### config.mk
export PLATFORM = sky130hd
export DESIGN_NAME = dtq_gen_mem
export DESIGN_NICKNAME = d
export VERILOG_FILES = /design/src/hw/rtl/dtq_pkg.sv /design/src/hw/rtl/dtq_gen_mem.sv
export SDC_FILE = /design/constraint.sdc
export NUM_CORES = 1
export LEC_CHECK = 0
export BUFFER_PORTS_ARGS = -buffer_cell sky130_fd_sc_hd__buf_2
export CORE_MARGIN = 2
export CORE_UTILIZATION = 45
export CTS_BUF_LIST = sky130_fd_sc_hd__clkbuf_8
export DETAILED_ROUTE_END_ITERATION = 8
export PLACE_DENSITY_LB_ADDON = 0.08
export SYNTH_ARGS = -nofsm -noshare
export SYNTH_HDL_FRONTEND = slang
export SYNTH_SLANG_ARGS = --single-unit
### constraint.sdc
create_clock -name clk -period 1.7 [get_ports clk]
set_input_delay 0.17 -clock clk [delete_from_list [all_inputs] [get_ports clk]]
set_output_delay 0.17 -clock clk [all_outputs]
set_load 0.05 [all_outputs]
### src/hw/rtl/dtq_pkg.sv
// ----------------------------------------------------------------------------
// dtq_pkg
// Shared types, widths and helpers for the deadline timer queue.
// ----------------------------------------------------------------------------
package dtq_pkg;

    localparam int DTQ_HEAP_DEPTH = 32;
    localparam int DTQ_KIND_COUNT = 16;

    localparam int TIME_W   = 48;
    localparam int KIND_W   = 4;
    localparam int GEN_W    = 32;
    localparam int BUDGET_W = 31;
    localparam int OP_W     = 3;

    typedef enum logic [OP_W-1:0] {
        OP_SCHEDULE  = 3'd0,
        OP_CANCEL    = 3'd1,
        OP_SET_TIME  = 3'd2,
        OP_POP_DUE   = 3'd3,
        OP_BEGIN     = 3'd4,
        OP_END       = 3'd5,
        OP_READ_TIME = 3'd6,
        OP_CLEAR     = 3'd7
    } op_t;

    typedef struct packed {
        logic [TIME_W-1:0] deadline;
        logic [KIND_W-1:0] kind;
        logic [GEN_W-1:0]  gen;
    } heap_entry_t;

    // increment, skipping zero
    function automatic logic [GEN_W-1:0] bump_gen(input logic [GEN_W-1:0] g);
        logic [GEN_W-1:0] n;
        n = g + GEN_W'(1);
        return (n == '0) ? GEN_W'(1) : n;
    endfunction

endpackage

### src/hw/rtl/dtq_gen_mem.sv
// ----------------------------------------------------------------------------
// dtq_gen_mem
// Per-kind generation store; valid bits make unwritten entries read as zero.
// ----------------------------------------------------------------------------
module dtq_gen_mem
    import dtq_pkg::*;
#(
    parameter int KINDS = DTQ_KIND_COUNT,
    parameter int KW    = $clog2(KINDS)
)
(
    input  logic             clk,
    input  logic             rst_n,
    input  logic             rd_en,
    input  logic [KW-1:0]    rd_addr,
    output logic [GEN_W-1:0] rd_data,
    input  logic             wr_en,
    input  logic [KW-1:0]    wr_addr,
    input  logic [GEN_W-1:0] wr_data
);

    logic [GEN_W-1:0] mem [KINDS];
    logic [KINDS-1:0] valid_reg;
    logic             rd_valid_reg;
    logic [GEN_W-1:0] rd_data_reg;

    always_ff @(posedge clk or negedge rst_n)
    begin
        if (!rst_n)
        begin
            valid_reg    <= '0;
            rd_valid_reg <= 1'b0;
        end
        else
        begin
            if (wr_en)
            begin
                valid_reg[wr_addr] <= 1'b1;
            end
            if (rd_en)
            begin
                rd_valid_reg <= valid_reg[rd_addr];
            end
        end
    end

    always_ff @(posedge clk)
    begin
        if (wr_en)
        begin
            mem[wr_addr] <= wr_data;
        end
        if (rd_en)
        begin
            rd_data_reg <= mem[rd_addr];
        end
    end

    assign rd_data = rd_valid_reg ? rd_data_reg : '0;

endmodule

==> impl_metrics.tcl, run 1 <==
set metrics [dict create \
    yosysSeqAreaShare_pct 79.30 \
    place_area_sq_mm 0.02311 \
    first_iter_violations 722 \
    post-route-worst-setup-slack_ns -0.1382 \
    diodes 0 \
    antenna_found_initial 0 \
    grt_pass1_vias 10509 \
    final_nets 1109 \
    crit_type "flop to output port" \
    routed_via_density 5.529 \
    grt_pass1_wl_um 68380 \
    largest_reg_flops 512 \
    violations "negative setup slack" \
    grt_use_total_pct 19.99 \
    p_leak_nw 8.350 \
    clkSlewWorstSetupHoldPaths_ns 0.07 \
    fmax_ghz 0.5440 \
    finalSetupViolations 32 \
    syn_inst 841 \
    max-slew-margin-rel_pct 49.26 \
    num-fill-cells 3447 \
    grt_setup_unrepaired "yes" \
    drt_pass1_iterations 5 \
    hold_viol_final 0 \
    numPortBuffers 75 \
    ant_nets 0 \
    routedWlPerCell_um 26.92 \
    cts_made_buffers 88 \
    start_util_pct 45.50 \
    clock-sinks 561 \
    drc 0 \
    slew_viol_final 0 \
    grt_max_degree 34 \
    pin_count 76 \
    power.total_mw 29.80 \
    yosysWarnings 0 \
    crit_required_ns 1.53 \
    min_period_over_period_pct 108.1 \
    postCtsSetupRepairBufs 0 \
    die_h_um 220.7 \
    place_congestion 0.7239 \
    ys_types 18 \
    dp_slack_ns -0.2583 \
    final_area_sq_mm 0.02552 \
    core_area_sq_mm 0.04646 \
    layout-drive-gt1-share_pct 41.06 \
    wl_um 46900 \
    fin_hold_ws_ns 0.1801 \
    std_cell_rows 79 \
    cts_tree "done" \
    pwr_density_cell_mw_per_mm2 1168 \
    vdd_drop_max_uv 653.0 \
    endpoint_kind "output port" \
    syn_area_sq_mm 0.02114 \
    area_growth_pct 20.72 \
    cts_buffer_depth 3 \
    cts-root-buf "clkbuf_8" \
    dieArea_sq_mm 0.04872 \
    finClkSkew_ns 0.01872 \
    postSynthAreaPerCell_sq_um 25.13 \
    vias 9632 \
    worst_ep_arrival_time_ns 1.67 \
    die_w_um 220.7 \
    syn_nets 885 \
    start_kind "flop" \
    overflow 0 \
    cap_violations 0 \
    reg2reg_slack_ns 0.08 \
    clk_latency_ns 0.64 \
    dpl.hpwl_um 25980 \
    worst_pin_slew_ns 0.7587 \
    htreeDepth 3 \
    hold_path.class "input port to flop" \
    cp_max_fo 16 \
    status "finished, violations left" \
    ys_ff_latch 561 \
    min_period_ns 1.838 \
]
-- timing repair --
action	CTS	global route
pin swaps	0	1
setup endpoints to repair	32	32
resized for setup	71	31
hold buffers	35	0
endpoints found under the hold margin	537	0
cloned	0	1
-- cells in the mapped netlist --
cell type | number | area share (%)
and2_1 | 32 | 0.95
buf_1 | 6 | 0.11
buf_2 | 7 | 0.17
buf_6 | 9 | 0.48
clkbuf_1 | 19 | 0.34
dfrtp_1 | 17 | 2.0
edfxtp_1 | 544 | 77
mux2_2 | 1 | 0.053
mux2i_1 | 3 | 0.14
mux4_2 | 164 | 17
nand2_1 | 1 | 0.018
nand2b_1 | 2 | 0.059
nand3_1 | 1 | 0.024
nand3b_1 | 2 | 0.071
nor2_1 | 12 | 0.21
nor3_1 | 4 | 0.095
or2_2 | 16 | 0.47
or3b_2 | 1 | 0.041
-- worst paths after layout --
check | to | depth (start not counted) | startpoint
min reg2reg | valid_reg[15]$_DFFE_PN0P_ | 1 | valid_reg[15]$_DFFE_PN0P_
max in group asynchronous | rd_valid_reg$_DFFE_PN0P_ | 3 | rst_n
max | rd_data[11] | 3 | rd_valid_reg$_DFFE_PN0P_
min | mem[13][13]$_DFFE_PP_ | 4 | wr_addr[2]
min in group asynchronous | valid_reg[7]$_DFFE_PN0P_ | 3 | rst_n
max reg2reg | rd_data_reg[21]$_DFFE_PP_ | 2 | mem[15][21]$_DFFE_PP_
-- metrics by stage --
stage	setup TNS, ns	util (%)	instances
2_1_floorplan	-198.93	-	841
3_3_place_gp	-6.211	49.74	1546
3_5_place_dp	-6.869	49.74	1546
4_1_cts	-4.647	54.67	1741
5_1_grt	-5.278	54.93	1742
6_report	-3.397	54.93	1742
-- worst max-delay path, stage by stage (launching register included) --
cell	delay, ns
dfrtp_2	0.43
clkbuf_16	0.25
and2_1	0.18
buf_6	0.16
-- placed cells by master (no fill, tap or decap), drive strengths merged --
master | Yosys | layout
edfxtp | 544 | 544
mux4 | 164 | 164
buf | 22 | 138
clkbuf | 19 | 93
dlygate4sd3 | 0 | 35
clkinv | 0 | 34
and2 | 32 | 32
inv | 0 | 26
dfrtp | 17 | 17
or2 | 16 | 16
nor2 | 12 | 12
bufinv | 0 | 7
nor3 | 4 | 4
mux2i | 3 | 3
nand3b | 2 | 2
nand2b | 2 | 2
clkinvlp | 0 | 2
nand2 | 1 | 1
nand3 | 1 | 1
or3b | 1 | 1
mux2 | 1 | 1
-- cells by family after synthesis --
family	Yosys count	share of synthesized area, %
buffers and inverters	41	1.089
DFF	561	79.30
muxes	168	17.67
and+or+nand+nor	71	1.942
-- area by class of cell --
cell class | count | area, sq um | area share, %
flip-flops and latches | 561 | 16760 | 65.69
multi-input cells | 239 | 4330 | 16.97
repair buffers | 175 | 1948 | 7.635
clock buffers | 91 | 1252 | 4.908
well taps | 607 | 759.5 | 2.976
clock inverters | 69 | 464.2 | 1.819
-- where the power goes --
group          switching (mW)  total (mW)  leakage [nW]  internal, mW
sequential              0.134        15.7          5.11          15.6
clock                    5.00        11.0         0.961          6.03
combinational            1.66        3.03          2.28          1.37
-- layer usage --
metal	GRT usage, %	vias to the layer above	share of wire, %
met5	0	-	0
met4	5.644	0	1.4
met3	3.560	45	5.7
met2	34.59	289	53
met1	26.19	5234	40
li1	-	4064	-
Note: power is estimated with default switching activity, not from simulation.
==> run 2: changes to the inputs <==
--- a/config.mk
+++ b/config.mk
@@ -11,6 +11,7 @@
 export CTS_BUF_LIST = sky130_fd_sc_hd__clkbuf_8
 export DETAILED_ROUTE_END_ITERATION = 8
 export PLACE_DENSITY_LB_ADDON = 0.08
+export SKIP_CTS_REPAIR_TIMING = 1
 export SYNTH_ARGS = -nofsm -noshare
 export SYNTH_HDL_FRONTEND = slang
 export SYNTH_SLANG_ARGS = --single-unit
==> run 2 against run 1 <==
The flow still finishes with violations (negative setup slack). Combinational power is essentially flat. Non-clock buffer count shrank 1. Clock-buffer cell count is the same. Clock power is essentially flat. Setup slack lost 0.028 ns. Register-to-register slack is essentially flat. Cell count is the same. Critical path type unchanged. Critical endpoint is now rd_data[4]. Largest power group unchanged. Highest routed layer unchanged.
==> impl_metrics.tcl, run 2 (synthesized netlist as in run 1, its figures left out) <==
set metrics [dict create \
    min_period_ns 1.866 \
    final_cell_mix "edfxtp_1 (544), mux4_2 (164), clkbuf_8 (92)" \
    clkSlewWorstSetupHoldPaths_ns 0.06 \
    finalSetupViolations 32 \
    endpoint_kind "output port" \
    dp_cells 1546 \
    clock-sinks 561 \
    first_iter_violations 702 \
    vdd_drop_max_uv 651.4 \
    num-fill-cells 3446 \
    p_comb_share_pct 10.1 \
    cts-root-buf "clkbuf_8" \
    drc 0 \
    start_kind "flop" \
    fin_cells 1742 \
    rr_startpoint "mem[14][22]$_DFFE_PP_" \
    place_congestion 0.7239 \
    crit_type "flop to output port" \
    status "finished, violations left" \
    overflow 0 \
    std_cell_rows 79 \
    cap_violations 0 \
    die_w_um 220.7 \
    pwr-share-seq_pct 52.8 \
    dpl.hpwl_um 25980 \
    pwr_density_cell_mw_per_mm2 1169 \
    cp_max_fo 17 \
    clkPwrFrac_pct 37.1 \
    largest_reg_flops 512 \
    dp_slack_ns -0.2583 \
    die_h_um 220.7 \
    cts_made_buffers 88 \
    worst_ep_arrival_time_ns 1.70 \
    multi_input_area_sq_mm 0.004325 \
    cts_tree "done" \
    grt_pass1_wl_um 67920 \
    power.total_mw 29.79 \
    crit_required_ns 1.53 \
    grt_setup_unrepaired "yes" \
    seqCellArea_sq_mm 0.01676 \
    fmax_ghz 0.5359 \
    grt_max_degree 34 \
    violations "negative setup slack" \
    crit_path_start "rd_valid_reg$_DFFE_PN0P_" \
    r2r-end "rd_data_reg[22]$_DFFE_PP_" \
    p_leak_nw 8.337 \
    switching_share_pct 22.88 \
    grt_use_total_pct 19.90 \
    area_growth_pct 20.58 \
    ant_nets 0 \
    final_util_pct 54.86 \
    final_common_cell "edfxtp_1" \
    routedWlPerCell_um 26.98 \
    final_nets 1108 \
    min_period_over_period_pct 109.8 \
    rr_worst_depth 2 \
    vias 9639 \
    antenna_found_initial 1 \
    p_int_mw 22.98 \
    grt_pass1_vias 10400 \
    worst_pin_slew_ns 0.5152 \
    clk_latency_ns 0.64 \
    routed_via_density 5.533 \
    hold_viol_final 0 \
    numPortBuffers 75 \
    dieArea_sq_mm 0.04872 \
    core_area_sq_mm 0.04646 \
    wl_um 47010 \
    htreeDepth 3 \
    pin_count 76 \
    start_util_pct 45.50 \
    cts_buffer_depth 3 \
    post-route-worst-setup-slack_ns -0.1659 \
    max-slew-margin-rel_pct 65.65 \
    slew_viol_final 0 \
    reg2reg_slack_ns 0.07 \
    layout-drive-gt1-share_pct 41.01 \
    power.net_switching_mw 6.817 \
    finClkSkew_ns 0.02053 \
    hold_path.class "input port to async pin" \
    drt_pass1_iterations 5 \
]
==> run 2: cell count changes in the layout (fill, tap and decap cells not counted), sizes merged <==
cell / previous run / this run
buf: 138 / 139
diode: 0 / 1
dlygate4sd3: 35 / 33
==> run 2: final cells by class <==
cell class / count / area share, %
sequential: 561 / 65.77
multi-input combinational: 239 / 16.97
timing repair buffer: 174 / 7.536
clock buffer: 91 / 4.914
tap: 607 / 2.980
clock inverter: 69 / 1.821
antenna: 1 / 0.009818
==> run 2: worst max path at each step <==
stage,end,slack [ns]
6_report,rd_data[4],-0.17
5_1_grt,rd_data[6],-0.21
4_1_cts,rd_data[9],-0.30
3_5_place_dp,rd_data_reg[2]$_DFFE_PP_,-0.26
3_3_place_gp,rd_data_reg[2]$_DFFE_PP_,-0.24
2_1_floorplan,mem[10][0]$_DFFE_PP_,-0.52
==> run 2: routing by layer <==
metal	GRT usage [%]	part of all wire (%)	up-vias
met5	0	0	-
met4	5.644	1.3	0
met3	3.849	5.1	40
met2	34.42	53	274
met1	25.87	41	5263
li1	-	-	4062
==> run 2: critical path, cell delays in order (launching register included) <==
cell	delay, ns
dfrtp_2	0.44
buf_12	0.21
and2_1	0.22
buf_6	0.18
==> run 2: power by group through the flow <==
stage	clock network (mW)	registers (mW)	logic, mW
global route	12.0	15.8	3.17
floorplan	0	16.0	1.65
global placement	0	16.0	2.47
finish	11.1	15.7	3.01
CTS	11.3	15.7	2.52
detailed placement	0	16.0	2.52
==> run 2: through the flow <==
stage,hold WS (ns),instance area (sq um),TNS (ns)
after floorplan,-0.1256,21300,-198.93
after global placement,0.09560,23110,-6.211
after detailed placement,0.1140,23110,-6.869
after CTS,-0.5985,24830,-7.246
after global routing,0.007623,25490,-5.229
final,0.03224,25490,-3.686
